### src/rtl/core/bmrs_pkg.sv
// shared types and constants for the bunch mean, rms and survival statistics block
package bmrs_pkg;

   localparam int MEAN_OUT_W  = 24;
   localparam int RMS_OUT_W   = 24;
   localparam int FRAC_OUT_W  = 17;
   localparam int COUNT_OUT_W = 17;
   localparam int FRAC_SHIFT  = 16;
   localparam logic [FRAC_OUT_W-1:0] FRAC_ONE = 17'h10000;

   typedef struct packed {
      logic accept;
      logic ld_mean;
      logic ld_sq;
      logic ld_frac;
      logic div_step;
      logic cap_mean;
      logic cap_var;
      logic cap_frac;
      logic ld_root;
      logic root_step;
      logic capture;
   } cmd_type;

   typedef struct packed {
      logic last_acc;
   } status_type;

endpackage

### src/rtl/core/bmrs_div.sv
// restoring divider, one quotient bit per cycle while step is high
module bmrs_div #(
   parameter int DVD_W = 63,
   parameter int DVS_W = 17
) (
   input  logic             clock,
   input  logic             load,
   input  logic             step,
   input  logic [DVD_W-1:0] dividend,
   input  logic [DVS_W-1:0] divisor,
   output logic [DVD_W-1:0] quotient
);

   logic [DVD_W-1:0] quo_ff, quo_in;
   logic [DVS_W-1:0] rem_ff, rem_in;
   logic [DVS_W-1:0] dvs_ff, dvs_in;
   logic [DVS_W:0]   trial;
   logic [DVS_W:0]   diff;
   logic             ge;

   assign trial = {rem_ff, quo_ff[DVD_W-1]};
   assign ge    = trial >= {1'b0, dvs_ff};
   assign diff  = trial - {1'b0, dvs_ff};

   always_comb begin
      quo_in = quo_ff;
      rem_in = rem_ff;
      dvs_in = dvs_ff;
      if (load) begin
         quo_in = dividend;
         rem_in = '0;
         dvs_in = divisor;
      end else if (step) begin
         rem_in = ge ? diff[DVS_W-1:0] : trial[DVS_W-1:0];
         quo_in = {quo_ff[DVD_W-2:0], ge};
      end
   end

   always_ff @(posedge clock) begin
      quo_ff <= quo_in;
      rem_ff <= rem_in;
      dvs_ff <= dvs_in;
   end

   assign quotient = quo_ff;

endmodule

### src/rtl/core/bmrs_isqrt.sv
// integer square root, two value bits and one root bit per cycle while step is high
module bmrs_isqrt #(
   parameter int VAL_W = 64
) (
   input  logic               clock,
   input  logic               load,
   input  logic               step,
   input  logic [VAL_W-1:0]   value,
   output logic [VAL_W/2-1:0] root
);

   localparam int RW = VAL_W / 2;

   logic [VAL_W-1:0] val_ff, val_in;
   logic [RW-1:0]    rem_ff, rem_in;
   logic [RW-1:0]    root_ff, root_in;
   logic [RW+1:0]    remx;
   logic [RW+1:0]    trial;
   logic [RW+1:0]    diff;
   logic             ge;

   assign remx  = {rem_ff, val_ff[VAL_W-1 -: 2]};
   assign trial = {root_ff, 2'b01};
   assign ge    = remx >= trial;
   assign diff  = remx - trial;

   // remainder stays below 2^RW until the final step, whose remainder is dropped
   always_comb begin
      val_in  = val_ff;
      rem_in  = rem_ff;
      root_in = root_ff;
      if (load) begin
         val_in  = value;
         rem_in  = '0;
         root_in = '0;
      end else if (step) begin
         val_in  = {val_ff[VAL_W-3:0], 2'b00};
         rem_in  = ge ? diff[RW-1:0] : remx[RW-1:0];
         root_in = {root_ff[RW-2:0], ge};
      end
   end

   always_ff @(posedge clock) begin
      val_ff  <= val_in;
      rem_ff  <= rem_in;
      root_ff <= root_in;
   end

   assign root = root_ff;

endmodule

### src/rtl/core/bmrs_dpath.sv
// datapath: square stage, accumulators, divider, square root and result register
module bmrs_dpath #(
   parameter int POSITION_BITS = 24,
   parameter int MAX_PARTICLES = 65536
) (
   input  logic                                       clock,
   input  logic                                       reset,
   input  bmrs_pkg::cmd_type                          cmd,
   output bmrs_pkg::status_type                       status,
   input  logic signed [POSITION_BITS-1:0]            req_x_position,
   input  logic                                       req_alive,
   input  logic                                       req_last_particle,
   output logic signed [bmrs_pkg::MEAN_OUT_W-1:0]     rsp_x_mean,
   output logic        [bmrs_pkg::RMS_OUT_W-1:0]      rsp_x_rms,
   output logic        [bmrs_pkg::FRAC_OUT_W-1:0]     rsp_surv_frac,
   output logic        [bmrs_pkg::COUNT_OUT_W-1:0]    rsp_alive_total
);

   localparam int PB      = POSITION_BITS;
   localparam int CNT_W   = $clog2(MAX_PARTICLES + 1);
   localparam int SX_W    = PB + CNT_W;
   localparam int SQ_W    = 2 * PB - 2 + CNT_W;
   localparam int FN_W    = CNT_W + bmrs_pkg::FRAC_SHIFT;
   localparam int DIV_W   = (SQ_W > FN_W) ? SQ_W : FN_W;
   localparam int ROOT_VW = SQ_W + (SQ_W % 2);
   localparam int ROOT_W  = ROOT_VW / 2;
   localparam int MW      = bmrs_pkg::MEAN_OUT_W;
   localparam int RMW     = bmrs_pkg::RMS_OUT_W;
   localparam int FW      = bmrs_pkg::FRAC_OUT_W;
   localparam int AW      = bmrs_pkg::COUNT_OUT_W;

   // square stage
   logic                 st_valid_ff;
   logic                 st_alive_ff;
   logic                 st_last_ff;
   logic signed [PB-1:0] st_x_ff;
   logic [2*PB-1:0]      st_sq_ff;
   logic signed [2*PB-1:0] x_ext;
   logic signed [2*PB-1:0] sq_full;

   // accumulators
   logic [SX_W-1:0]  sum_x_ff, sum_x_in;
   logic [SQ_W-1:0]  sum_sq_ff, sum_sq_in;
   logic [CNT_W-1:0] acnt_ff, acnt_in;
   logic [CNT_W-1:0] pcnt_ff, pcnt_in;
   logic             count_ok;

   // finishing
   logic [DIV_W-1:0]  div_dvd;
   logic [CNT_W-1:0]  div_dvs;
   logic [DIV_W-1:0]  div_quo;
   logic              div_load;
   logic              sneg;
   logic [SX_W-1:0]   smag;
   logic [PB-1:0]     mmag_ff;
   logic [2*PB-1:0]   msq_ff;
   logic [SQ_W-1:0]   q_val;
   logic [SQ_W-1:0]   msq_c;
   logic [SQ_W-1:0]   var_ff;
   logic [FW-1:0]     frac_ff;
   logic [ROOT_W-1:0] root;
   logic              n_zero;
   logic [PB+MW-1:0]  mean_ext;
   logic [PB+MW-1:0]  mean_sgn;
   logic [ROOT_W+RMW-1:0] rms_ext;
   logic [CNT_W+AW-1:0]   alive_ext;

   assign x_ext   = {{PB{req_x_position[PB-1]}}, req_x_position};
   assign sq_full = x_ext * x_ext;

   always_ff @(posedge clock) begin
      if (reset) begin
         st_valid_ff <= 1'b0;
      end else begin
         st_valid_ff <= cmd.accept;
      end
      if (cmd.accept) begin
         st_x_ff     <= req_x_position;
         st_alive_ff <= req_alive;
         st_last_ff  <= req_last_particle;
         st_sq_ff    <= sq_full;
      end
   end

   assign status.last_acc = st_valid_ff & st_last_ff;

   // particles past the limit are dropped from sums and counts
   assign count_ok = pcnt_ff < CNT_W'(MAX_PARTICLES);

   always_comb begin
      sum_x_in  = sum_x_ff;
      sum_sq_in = sum_sq_ff;
      acnt_in   = acnt_ff;
      pcnt_in   = pcnt_ff;
      if (cmd.capture) begin
         sum_x_in  = '0;
         sum_sq_in = '0;
         acnt_in   = '0;
         pcnt_in   = '0;
      end else if (st_valid_ff && count_ok) begin
         pcnt_in = pcnt_ff + 1'b1;
         if (st_alive_ff) begin
            sum_x_in  = sum_x_ff + {{CNT_W{st_x_ff[PB-1]}}, st_x_ff};
            sum_sq_in = sum_sq_ff + SQ_W'(st_sq_ff);
            acnt_in   = acnt_ff + 1'b1;
         end
      end
   end

   always_ff @(posedge clock) begin
      if (reset) begin
         sum_x_ff  <= '0;
         sum_sq_ff <= '0;
         acnt_ff   <= '0;
         pcnt_ff   <= '0;
      end else begin
         sum_x_ff  <= sum_x_in;
         sum_sq_ff <= sum_sq_in;
         acnt_ff   <= acnt_in;
         pcnt_ff   <= pcnt_in;
      end
   end

   // divider operand select: mean, mean square, survival fraction
   assign sneg = sum_x_ff[SX_W-1];
   assign smag = sneg ? (~sum_x_ff + 1'b1) : sum_x_ff;

   always_comb begin
      if (cmd.ld_mean) begin
         div_dvd = DIV_W'(smag);
      end else if (cmd.ld_sq) begin
         div_dvd = DIV_W'(sum_sq_ff);
      end else begin
         div_dvd = DIV_W'({acnt_ff, {bmrs_pkg::FRAC_SHIFT{1'b0}}});
      end
   end

   assign div_dvs  = cmd.ld_frac ? pcnt_ff : acnt_ff;
   assign div_load = cmd.ld_mean | cmd.ld_sq | cmd.ld_frac;

   bmrs_div #(
      .DVD_W (DIV_W),
      .DVS_W (CNT_W)
   ) u_div (
      .clock    (clock),
      .load     (div_load),
      .step     (cmd.div_step),
      .dividend (div_dvd),
      .divisor  (div_dvs),
      .quotient (div_quo)
   );

   assign q_val = div_quo[SQ_W-1:0];
   assign msq_c = SQ_W'(msq_ff);

   always_ff @(posedge clock) begin
      msq_ff <= mmag_ff * mmag_ff;
      if (cmd.cap_mean) begin
         mmag_ff <= div_quo[PB-1:0];
      end
      if (cmd.cap_var) begin
         var_ff <= (q_val > msq_c) ? (q_val - msq_c) : '0;
      end
      if (cmd.cap_frac) begin
         frac_ff <= div_quo[FW-1:0];
      end
   end

   bmrs_isqrt #(
      .VAL_W (ROOT_VW)
   ) u_isqrt (
      .clock (clock),
      .load  (cmd.ld_root),
      .step  (cmd.root_step),
      .value (ROOT_VW'(var_ff)),
      .root  (root)
   );

   assign n_zero    = acnt_ff == '0;
   assign mean_ext  = {{MW{1'b0}}, mmag_ff};
   assign mean_sgn  = sneg ? (~mean_ext + 1'b1) : mean_ext;
   assign rms_ext   = {{RMW{1'b0}}, root};
   assign alive_ext = {{AW{1'b0}}, acnt_ff};

   always_ff @(posedge clock) begin
      if (cmd.capture) begin
         rsp_x_mean      <= n_zero ? '0 : mean_sgn[MW-1:0];
         rsp_x_rms       <= n_zero ? '0 : rms_ext[RMW-1:0];
         rsp_surv_frac   <= frac_ff;
         rsp_alive_total <= alive_ext[AW-1:0];
      end
   end

endmodule

### src/rtl/core/bmrs_ctrl.sv
// controller: accepts particles, then sequences the divide and root passes per bunch
module bmrs_ctrl #(
   parameter int DIV_STEPS  = 63,
   parameter int ROOT_STEPS = 32
) (
   input  logic                 clock,
   input  logic                 reset,
   input  logic                 req_valid,
   input  logic                 req_last_particle,
   output logic                 req_ready,
   input  logic                 rsp_ready,
   output logic                 rsp_valid,
   input  bmrs_pkg::status_type status,
   output bmrs_pkg::cmd_type    cmd
);

   localparam int STEP_W = $clog2(DIV_STEPS + 1);

   typedef enum logic [3:0] {
      ST_ACCUM,
      ST_DRAIN,
      ST_MEAN_LD,
      ST_MEAN_RUN,
      ST_SQ_LD,
      ST_SQ_RUN,
      ST_FRAC_LD,
      ST_FRAC_RUN,
      ST_ROOT_LD,
      ST_ROOT_RUN,
      ST_DONE
   } state_type;

   state_type         state_ff, state_in;
   logic [STEP_W-1:0] step_ff, step_in;
   logic              rsp_valid_ff, rsp_valid_in;
   logic              step_done;
   logic              out_free;

   assign step_done = step_ff == '0;
   assign out_free  = !rsp_valid_ff || rsp_ready;

   always_comb begin
      state_in     = state_ff;
      step_in      = step_ff;
      rsp_valid_in = rsp_valid_ff && !rsp_ready;
      cmd          = '0;
      case (state_ff)
         ST_ACCUM: begin
            cmd.accept = req_valid;
            if (req_valid && req_last_particle) begin
               state_in = ST_DRAIN;
            end
         end
         ST_DRAIN: begin
            // last word leaves the square stage this cycle
            if (status.last_acc) begin
               state_in = ST_MEAN_LD;
            end
         end
         ST_MEAN_LD: begin
            cmd.ld_mean = 1'b1;
            step_in     = STEP_W'(DIV_STEPS - 1);
            state_in    = ST_MEAN_RUN;
         end
         ST_MEAN_RUN: begin
            cmd.div_step = 1'b1;
            if (step_done) begin
               state_in = ST_SQ_LD;
            end else begin
               step_in = step_ff - 1'b1;
            end
         end
         ST_SQ_LD: begin
            cmd.cap_mean = 1'b1;
            cmd.ld_sq    = 1'b1;
            step_in      = STEP_W'(DIV_STEPS - 1);
            state_in     = ST_SQ_RUN;
         end
         ST_SQ_RUN: begin
            cmd.div_step = 1'b1;
            if (step_done) begin
               state_in = ST_FRAC_LD;
            end else begin
               step_in = step_ff - 1'b1;
            end
         end
         ST_FRAC_LD: begin
            cmd.cap_var = 1'b1;
            cmd.ld_frac = 1'b1;
            step_in     = STEP_W'(DIV_STEPS - 1);
            state_in    = ST_FRAC_RUN;
         end
         ST_FRAC_RUN: begin
            cmd.div_step = 1'b1;
            if (step_done) begin
               state_in = ST_ROOT_LD;
            end else begin
               step_in = step_ff - 1'b1;
            end
         end
         ST_ROOT_LD: begin
            cmd.cap_frac = 1'b1;
            cmd.ld_root  = 1'b1;
            step_in      = STEP_W'(ROOT_STEPS - 1);
            state_in     = ST_ROOT_RUN;
         end
         ST_ROOT_RUN: begin
            cmd.root_step = 1'b1;
            if (step_done) begin
               state_in = ST_DONE;
            end else begin
               step_in = step_ff - 1'b1;
            end
         end
         ST_DONE: begin
            if (out_free) begin
               cmd.capture  = 1'b1;
               rsp_valid_in = 1'b1;
               state_in     = ST_ACCUM;
            end
         end
         default: begin
            state_in = ST_ACCUM;
         end
      endcase
   end

   always_ff @(posedge clock) begin
      if (reset) begin
         state_ff     <= ST_ACCUM;
         step_ff      <= '0;
         rsp_valid_ff <= 1'b0;
      end else begin
         state_ff     <= state_in;
         step_ff      <= step_in;
         rsp_valid_ff <= rsp_valid_in;
      end
   end

   assign req_ready = state_ff == ST_ACCUM;
   assign rsp_valid = rsp_valid_ff;

endmodule

### src/rtl/core/beam_mean_rms_survival_stats.sv
// Bunch statistics. Particles stream in one word per cycle while req_ready is
// high; alive particles are summed (x and x squared) through a one-stage
// squaring pipeline. A word with last_particle set closes the bunch: req_ready
// drops, and the result is computed by one shared bit-serial divider run three
// times (mean, mean of squares, survival fraction) and a bit-serial square
// root. The next bunch is accepted as soon as the result is in the output
// register, even while that result waits for rsp_ready. Particles beyond
// MAX_PARTICLES in one bunch are ignored except for their last marker. With no
// alive particles the mean and rms read zero.
module beam_mean_rms_survival_stats #(
   parameter int POSITION_BITS = 24,
   parameter int MAX_PARTICLES = 65536
) (
   input  logic                                    clock,
   input  logic                                    reset,
   input  logic                                    req_valid,
   output logic                                    req_ready,
   input  logic signed [POSITION_BITS-1:0]         req_x_position,
   input  logic                                    req_alive,
   input  logic                                    req_last_particle,
   output logic                                    rsp_valid,
   input  logic                                    rsp_ready,
   output logic signed [bmrs_pkg::MEAN_OUT_W-1:0]  rsp_x_mean,
   output logic        [bmrs_pkg::RMS_OUT_W-1:0]   rsp_x_rms,
   output logic        [bmrs_pkg::FRAC_OUT_W-1:0]  rsp_surv_frac,
   output logic        [bmrs_pkg::COUNT_OUT_W-1:0] rsp_alive_total
);

   localparam int CNT_W      = $clog2(MAX_PARTICLES + 1);
   localparam int SQ_W       = 2 * POSITION_BITS - 2 + CNT_W;
   localparam int FN_W       = CNT_W + bmrs_pkg::FRAC_SHIFT;
   localparam int DIV_W      = (SQ_W > FN_W) ? SQ_W : FN_W;
   localparam int ROOT_STEPS = (SQ_W + (SQ_W % 2)) / 2;

   bmrs_pkg::cmd_type    cmd;
   bmrs_pkg::status_type status;

   bmrs_ctrl #(
      .DIV_STEPS  (DIV_W),
      .ROOT_STEPS (ROOT_STEPS)
   ) u_ctrl (
      .clock             (clock),
      .reset             (reset),
      .req_valid         (req_valid),
      .req_last_particle (req_last_particle),
      .req_ready         (req_ready),
      .rsp_ready         (rsp_ready),
      .rsp_valid         (rsp_valid),
      .status            (status),
      .cmd               (cmd)
   );

   bmrs_dpath #(
      .POSITION_BITS (POSITION_BITS),
      .MAX_PARTICLES (MAX_PARTICLES)
   ) u_dpath (
      .clock             (clock),
      .reset             (reset),
      .cmd               (cmd),
      .status            (status),
      .req_x_position    (req_x_position),
      .req_alive         (req_alive),
      .req_last_particle (req_last_particle),
      .rsp_x_mean        (rsp_x_mean),
      .rsp_x_rms         (rsp_x_rms),
      .rsp_surv_frac     (rsp_surv_frac),
      .rsp_alive_total   (rsp_alive_total)
   );

endmodule

### config.mk
export PLATFORM = sky130hd
export DESIGN_NAME = beam_mean_rms_survival_stats
export DESIGN_NICKNAME = d
export VERILOG_FILES = /design/src/rtl/core/bmrs_pkg.sv /design/src/rtl/core/bmrs_div.sv /design/src/rtl/core/bmrs_isqrt.sv /design/src/rtl/core/bmrs_dpath.sv /design/src/rtl/core/bmrs_ctrl.sv /design/src/rtl/core/beam_mean_rms_survival_stats.sv
export SDC_FILE = /design/constraint.sdc
export NUM_CORES = 2
export LEC_CHECK = 0
export ABC_AREA = 1
export BUFFER_PORTS_ARGS = -buffer_cell sky130_fd_sc_hd__buf_4
export CAP_MARGIN = 40
export CORE_UTILIZATION = 60
export CTS_CLUSTER_SIZE = 16
export DETAILED_ROUTE_END_ITERATION = 10
export PLACE_DENSITY = 0.82
export SETUP_SLACK_MARGIN = 0.1
export SYNTH_ARGS = -nofsm -noshare
export SYNTH_HDL_FRONTEND = slang
export SYNTH_SLANG_ARGS = --single-unit
### constraint.sdc
create_clock -name clock -period 7.9 [get_ports clock]
set_clock_uncertainty 0.15 [all_clocks]
set_input_delay 0.79 -clock clock [delete_from_list [all_inputs] [get_ports clock]]
set_output_delay 0.79 -clock clock [all_outputs]
set_load 0.05 [all_outputs]
## Yosys cells after proc, flatten, opt, wreduce, memory -nomap -nowiden

Cells that the tools add are included.

- Register bits: 683
- Output and inout port bits: 84
- Logic and storage cells: 117

- $add $sub $neg: 10
- Reduce and logical (&&, ||, !) cells: 19
- $mul: 2
- Multiplexer cells: 32
- Equality and inequality tests: 18
- Magnitude comparators: 4
- Bitwise gates (word level): 5

Operators by type and width:

| cell | count |
|---|---|
| 63-bit 2-to-1 mux | 6 |
| 24-bit by 24-bit multiplier with 48-bit output | 2 |
| 63-bit by 48-bit adder with 63-bit output | 1 |
| 63-bit by 48-bit > comparator with 1-bit output | 1 |
| 63-bit by 48-bit subtractor with 63-bit output | 1 |
| 4-bit one-hot mux with 11 select lines | 1 |
| 41-bit by 1-bit adder with 41-bit output (second input constant) | 1 |
| 41-bit adder | 1 |
| 41-bit 2-to-1 mux | 1 |
| 41-bit NOT | 1 |
| 17-bit by 1-bit adder with 17-bit output (second input constant) | 2 |
| 34-bit >= comparator | 1 |
| 17-bit 2-to-1 mux | 2 |
| 32-bit 2-to-1 mux | 1 |
| 32-bit subtractor | 1 |
| 4-bit 2-to-1 mux | 7 |
| 24-bit by 1-bit adder with 24-bit output (second input constant) | 1 |
| 24-bit 2-to-1 mux | 1 |
| 24-bit NOT | 1 |
| 18-bit by 17-bit >= comparator with 1-bit output | 1 |
| 6-bit one-hot mux with 3 select lines | 1 |
| 17-bit logical NOT | 1 |
| 17-bit less-than comparator (second input constant) | 1 |
| 17-bit subtractor | 1 |
| other kinds (24) | 52 |

## Depth between registers and ports, before layout

- Depth in word-level cells: 5
- Gate-level depth with buffers: 31
- Mapped depth without buffers: 29

## By module

A second synthesis with hierarchy kept.

- Cell total of the unflattened synthesis: 10788
- Area, all modules: 80821.3 um^2

Modules (own cells, without submodules):

| module | instances | cells each | area an instance (um^2) |
|---|---|---|---|
| bmrs_dpath | 1 | 8875 | 66983.0 |
| bmrs_isqrt | 1 | 1118 | 7744.9 |
| bmrs_div | 1 | 647 | 5235.0 |
| bmrs_ctrl | 1 | 148 | 858.3 |

## Worst setup path after synthesis

Ideal clock, no wire load.

- Kind: input-to-reg
- Start point: in req_x_position[23]
- End point: reg u_dpath.st_sq_ff[44], data pin
- Buffers on the path: 2
- Stages: 23
- Arrival: 7.020 ns
- Setup time: 0.259 ns
- Path slack: 0.471 ns
- Cells stage by stage: clkbuf_1 > clkbuf_1 > nand2_1 > inv_1 > fa_1 > inv_1 > fa_1 > inv_1 > fa_1 > inv_1 > fa_1 > fa_1 > fa_1 > fa_1 > inv_1 > ha_1 > nand2_1 > nor2_1 > inv_1 > nor4_1 > nand4_1 > nand3_1 > xor2_1

- Cells in the longest elaborated chain, start to end: 1

Ends and longest elaborated chain:

| element | RTL line | text |
|---|---|---|
| start, declared | beam_mean_rms_survival_stats.sv:18 | `input logic signed [POSITION_BITS-1:0] req_x_position,` |
| 24-bit by 24-bit multiplier with 48-bit output | bmrs_dpath.sv:69 | `assign sq_full = x_ext * x_ext;` |
| net u_dpath.sq_full[44] | bmrs_dpath.sv:39 | `logic signed [2*PB-1:0] sq_full;` |
| end signal, assigned | bmrs_dpath.sv:81 | `st_sq_ff <= sq_full;` |
| end, declared | bmrs_dpath.sv:37 | `logic [2*PB-1:0] st_sq_ff;` |

The timed path passes the listed nets, and every way through them passes these cells.
A chain may end at the register's enable or synchronous reset.

## Worst setup path in the final report

- Start point: reg u_dpath.mmag_ff[8]
- End point: reg u_dpath.msq_ff[44]

- Cells in the longest elaborated chain, start to end: 1

Ends and longest elaborated chain:

| element | RTL line | text |
|---|---|---|
| start, declared | bmrs_dpath.sv:55 | `logic [PB-1:0] mmag_ff;` |
| start signal, assigned | bmrs_dpath.sv:159 | `mmag_ff <= div_quo[PB-1:0];` |
| 24-bit by 24-bit multiplier with 48-bit output | bmrs_dpath.sv:157 | `msq_ff <= mmag_ff * mmag_ff;` |
| end signal, assigned | bmrs_dpath.sv:157 |  |
| end, declared | bmrs_dpath.sv:56 | `logic [2*PB-1:0] msq_ff;` |

No other way between the ends.

==> metrics.yaml <==
drt:
  routed_wl_um: 241000
  detail_route.wl_per_cell_um: 20.2
  antenna_left: 0
  vias: 66700
  drc: 0
  viasPerCell: 5.59
  first_pass_iters: 7
  drt_iter0_drc: 5819
clock_tree:
  clk_latency_ns: 0.71
  cts_root_buf: "clkbuf_16"
  cts_tree: "done"
  htree_num_levels: 3
  path_clk_slew_ns: 0.07
  clock_path_buffers: 3
  post-cts-setup-buffer-count: 0
  cts-buffers-inserted: 77
  hold_buffers: 0
  post_cts_resized: 0
  clkSinkCount: 680
finish:
  layout-drive-gt1-share: 0.0439
  area_growth_pct: 7.05
  multi_input_area_sq_mm: 0.0508
  nFillCells: 11000
  fin_util: 0.648
  seq_area_sq_mm: 0.0176
  design.final.nets: 11700
  fin_cells: 11900
floorplan:
  pin_count: 114
  start_util: 0.605
  die_y_um: 364
  core_area_sq_mm: 0.130
  rows: 132
  dieArea_sq_mm: 0.132
  die-width_um: 364
placement:
  port-buffer-count: 113
  post-dp-hpwl_um: 197000
  gp_congestion: 1.02
  place_inst: 11800
sta:
  timing.fmax_ghz: 0.134
  holdWs_ns: 0.121
  relSlewSlack: 0.338
  hold_viol_final: 0
  slew_viol_final: 0
  timing.final.crit_share: 0.945
  setup-violations-final: 0
  worst_pin_slew_ns: 0.993
  grt_setup_unrepaired: "no"
  fin_tns_setup_ns: 0
  layout_min_cycle_time_ns: 7.46
grt:
  grt_pass1_vias: 69200
  antenna_found_initial: 5
  grt_overflow_total: 0
  grt_max_degree: 83
  grt_pass1_wl_um: 379000
  globalRouteTotalUtil: 0.372
setup_path:
  crit_type: "flip-flop to flip-flop"
  start_kind: "flip-flop"
  path_buf_inv: 10
  reg2reg_slack_ns: 0.44
  worst_setup_path_end_kind: "flip-flop"
  crit_required_ns: 8.32
  path_delay_family: "adder cells"
  worst_ep_arrival_time_ns: 7.89
  r2r-end: "u_dpath.msq_ff[44]"
  slowest_delay_ns: 0.74
  rr_worst_depth: 26
  crit_slowest_cell: "edfxtp_1"
  r2r-start: "u_dpath.mmag_ff[8]"
  path_common_cell: "inv_1"
  crit_path_max_fanout: 13
synth:
  async_flop_share: 0
  synth_seq_cells: 680
  syn_area_sq_mm: 0.0785
  synth_edf_count: 401
  seq_area_frac_synth: 0.225
  syn_inst: 10100
  synth_warnings: 0
  synth.avg_cell_area_sq_um: 7.77
  ys_types: 57
  synth_flop_cell: "edfxtp_1"
  syn_nets: 11600
outcome:
  status: "finished, final reports clean"
job:
  drv_cap: 0
worst_hold_path:
  hold_depth: 1
  hp-class: "input pin to flip-flop"
  min_from: "req_last_particle"
  whs_endpoint: "u_dpath.st_last_ff"
-- Yosys cell counts (all sizes together) (5+ instances only) --
library cell	instances	share of area
inv	2426	0.12
nand2	2223	0.11
fa	992	0.25
nor2	836	0.041
a21oi	587	0.039
ha	518	0.083
o21ai	460	0.030
edfxtp	401	0.15
nand3	369	0.024
dfxtp	279	0.071
clkbuf	173	0.0083
xor2	131	0.015
nand4	102	0.0082
nor3	92	0.0063
xnor2	84	0.0094
buf	73	0.0048
o21bai	61	0.0058
o211ai	59	0.0061
a31oi	36	0.0029
a21o	30	0.0029
o21a	30	0.0029
o22ai	29	0.0023
nor4	22	0.0018
a21boi	20	0.0019
or2	16	0.0013
nand3b	12	0.0011
nor3b	8	0.00077
and3	7	0.00056
a211oi	5	0.00048
-- worst reg2reg max path, cell delays in order (launching register included) --
cell	delay [ns]
edfxtp_1	0.74
buf_4	0.35
nand2_1	0.08
inv_1	0.10
fa_1	0.48
inv_1	0.05
fa_1	0.50
inv_1	0.06
fa_1	0.53
inv_1	0.06
fa_1	0.52
inv_1	0.06
fa_1	0.49
fa_1	0.57
inv_1	0.06
fa_1	0.57
inv_1	0.06
ha_1	0.43
nand2_1	0.13
nor2_1	0.14
inv_1	0.08
nor2_1	0.13
inv_1	0.08
nor4_1	0.36
nand3_1	0.14
nand4_1	0.14
xor2_1	0.29
-- metrics by stage --
step / setup slack (ns) / instance area, sq um
6_report: 0.437 / 84000
5_1_grt: 0.147 / 84000
4_1_cts: 0.485 / 84000
3_5_place_dp: 0.297 / 81300
3_3_place_gp: 0.300 / 81100
2_1_floorplan: 0.471 / 78500
-- cell usage in the layout, fill, tap and decap left out, types with 9 or more instances in the layout --
master	n
ha_1	518
o21a_1	30
nand2_2	10
bufinv_16	9
xnor2_1	84
o21ai_1	32
inv_2	30
o21ai_0	424
clkinv_1	12
nand3b_1	12
clkinv_2	9
or2_2	12
xor2_1	131
nand2_1	2210
o22ai_1	29
a21boi_0	16
a21o_1	30
nor2_2	15
fa_1	992
a21oi_1	563
nor3_1	85
nor2_1	813
o21bai_1	61
nand3_1	361
buf_4	180
a31oi_1	36
a21oi_2	23
edfxtp_1	401
inv_1	2397
o211ai_1	52
clkbuf_1	11
nor4_1	21
dfxtp_1	278
clkbuf_16	78
nand4_1	101
-- area by class of cell --
cell class,instances,share of cell area
Clock inverter,49,0.00749
Multi-Input combinational cell,6742,0.604
Sequential cell,680,0.210
Timing Repair Buffer,193,0.0193
Inverter,2430,0.109
Antenna cell,1,0.0000298
Clock buffer,94,0.0245
Tap cell,1742,0.0259
-- cell families (layout without fill, tap and decap cells) --
kind of cell / count (synthesis) / after routing / synth area share
simple gates: 3690 / 3690 / 0.192
compound gates: 1326 / 1326 / 0.0943
other cells: 0 / 1 / 0
buf+inv: 2676 / 2766 / 0.129
flops: 680 / 680 / 0.225
xor+xnor: 216 / 216 / 0.0243
fa+ha+maj: 1510 / 1510 / 0.336
-- routing by layer --
metal	vias up	share of wire	GRT usage
met2	2924	0.48	0.638
met1	31900	0.38	0.443
met4	6	0.066	0.218
met5	-	0.00019	0
li1	31100	-	-
met3	757	0.079	0.0567
-- how the worst max path moves through the flow --
stage                       startpoint              endpoint  cells after the start
global placement    req_x_position[23]  u_dpath.st_sq_ff[46]                     23
detailed placement  req_x_position[23]  u_dpath.st_sq_ff[46]                     23
global route        u_dpath.mmag_ff[8]    u_dpath.msq_ff[46]                     26
finish              u_dpath.mmag_ff[8]    u_dpath.msq_ff[44]                     26
CTS                 u_dpath.mmag_ff[5]    u_dpath.msq_ff[44]                     22
floorplan           req_x_position[23]  u_dpath.st_sq_ff[44]                     23
-- state kept, by name, indices dropped and copies added (netlist names), 23 cells and up --
register and count:
u_dpath.sum_sq_ff 63, u_dpath.var_ff 63, u_dpath.sum_x_ff 41, u_dpath.mmag_ff 24, u_dpath.rsp_x_mean 24, u_dpath.msq_ff 47, u_dpath.u_isqrt.val_ff 64, u_dpath.u_isqrt.rem_ff 32
u_dpath.st_sq_ff 47, u_dpath.rsp_x_rms 24, u_dpath.u_isqrt.root 32, u_dpath.st_x_ff 23, u_dpath.u_div.quotient 63
Power is left out: the tool's default activity adds up to more than one toggle a clock period on the data nets, which glitch-free logic cannot reach.
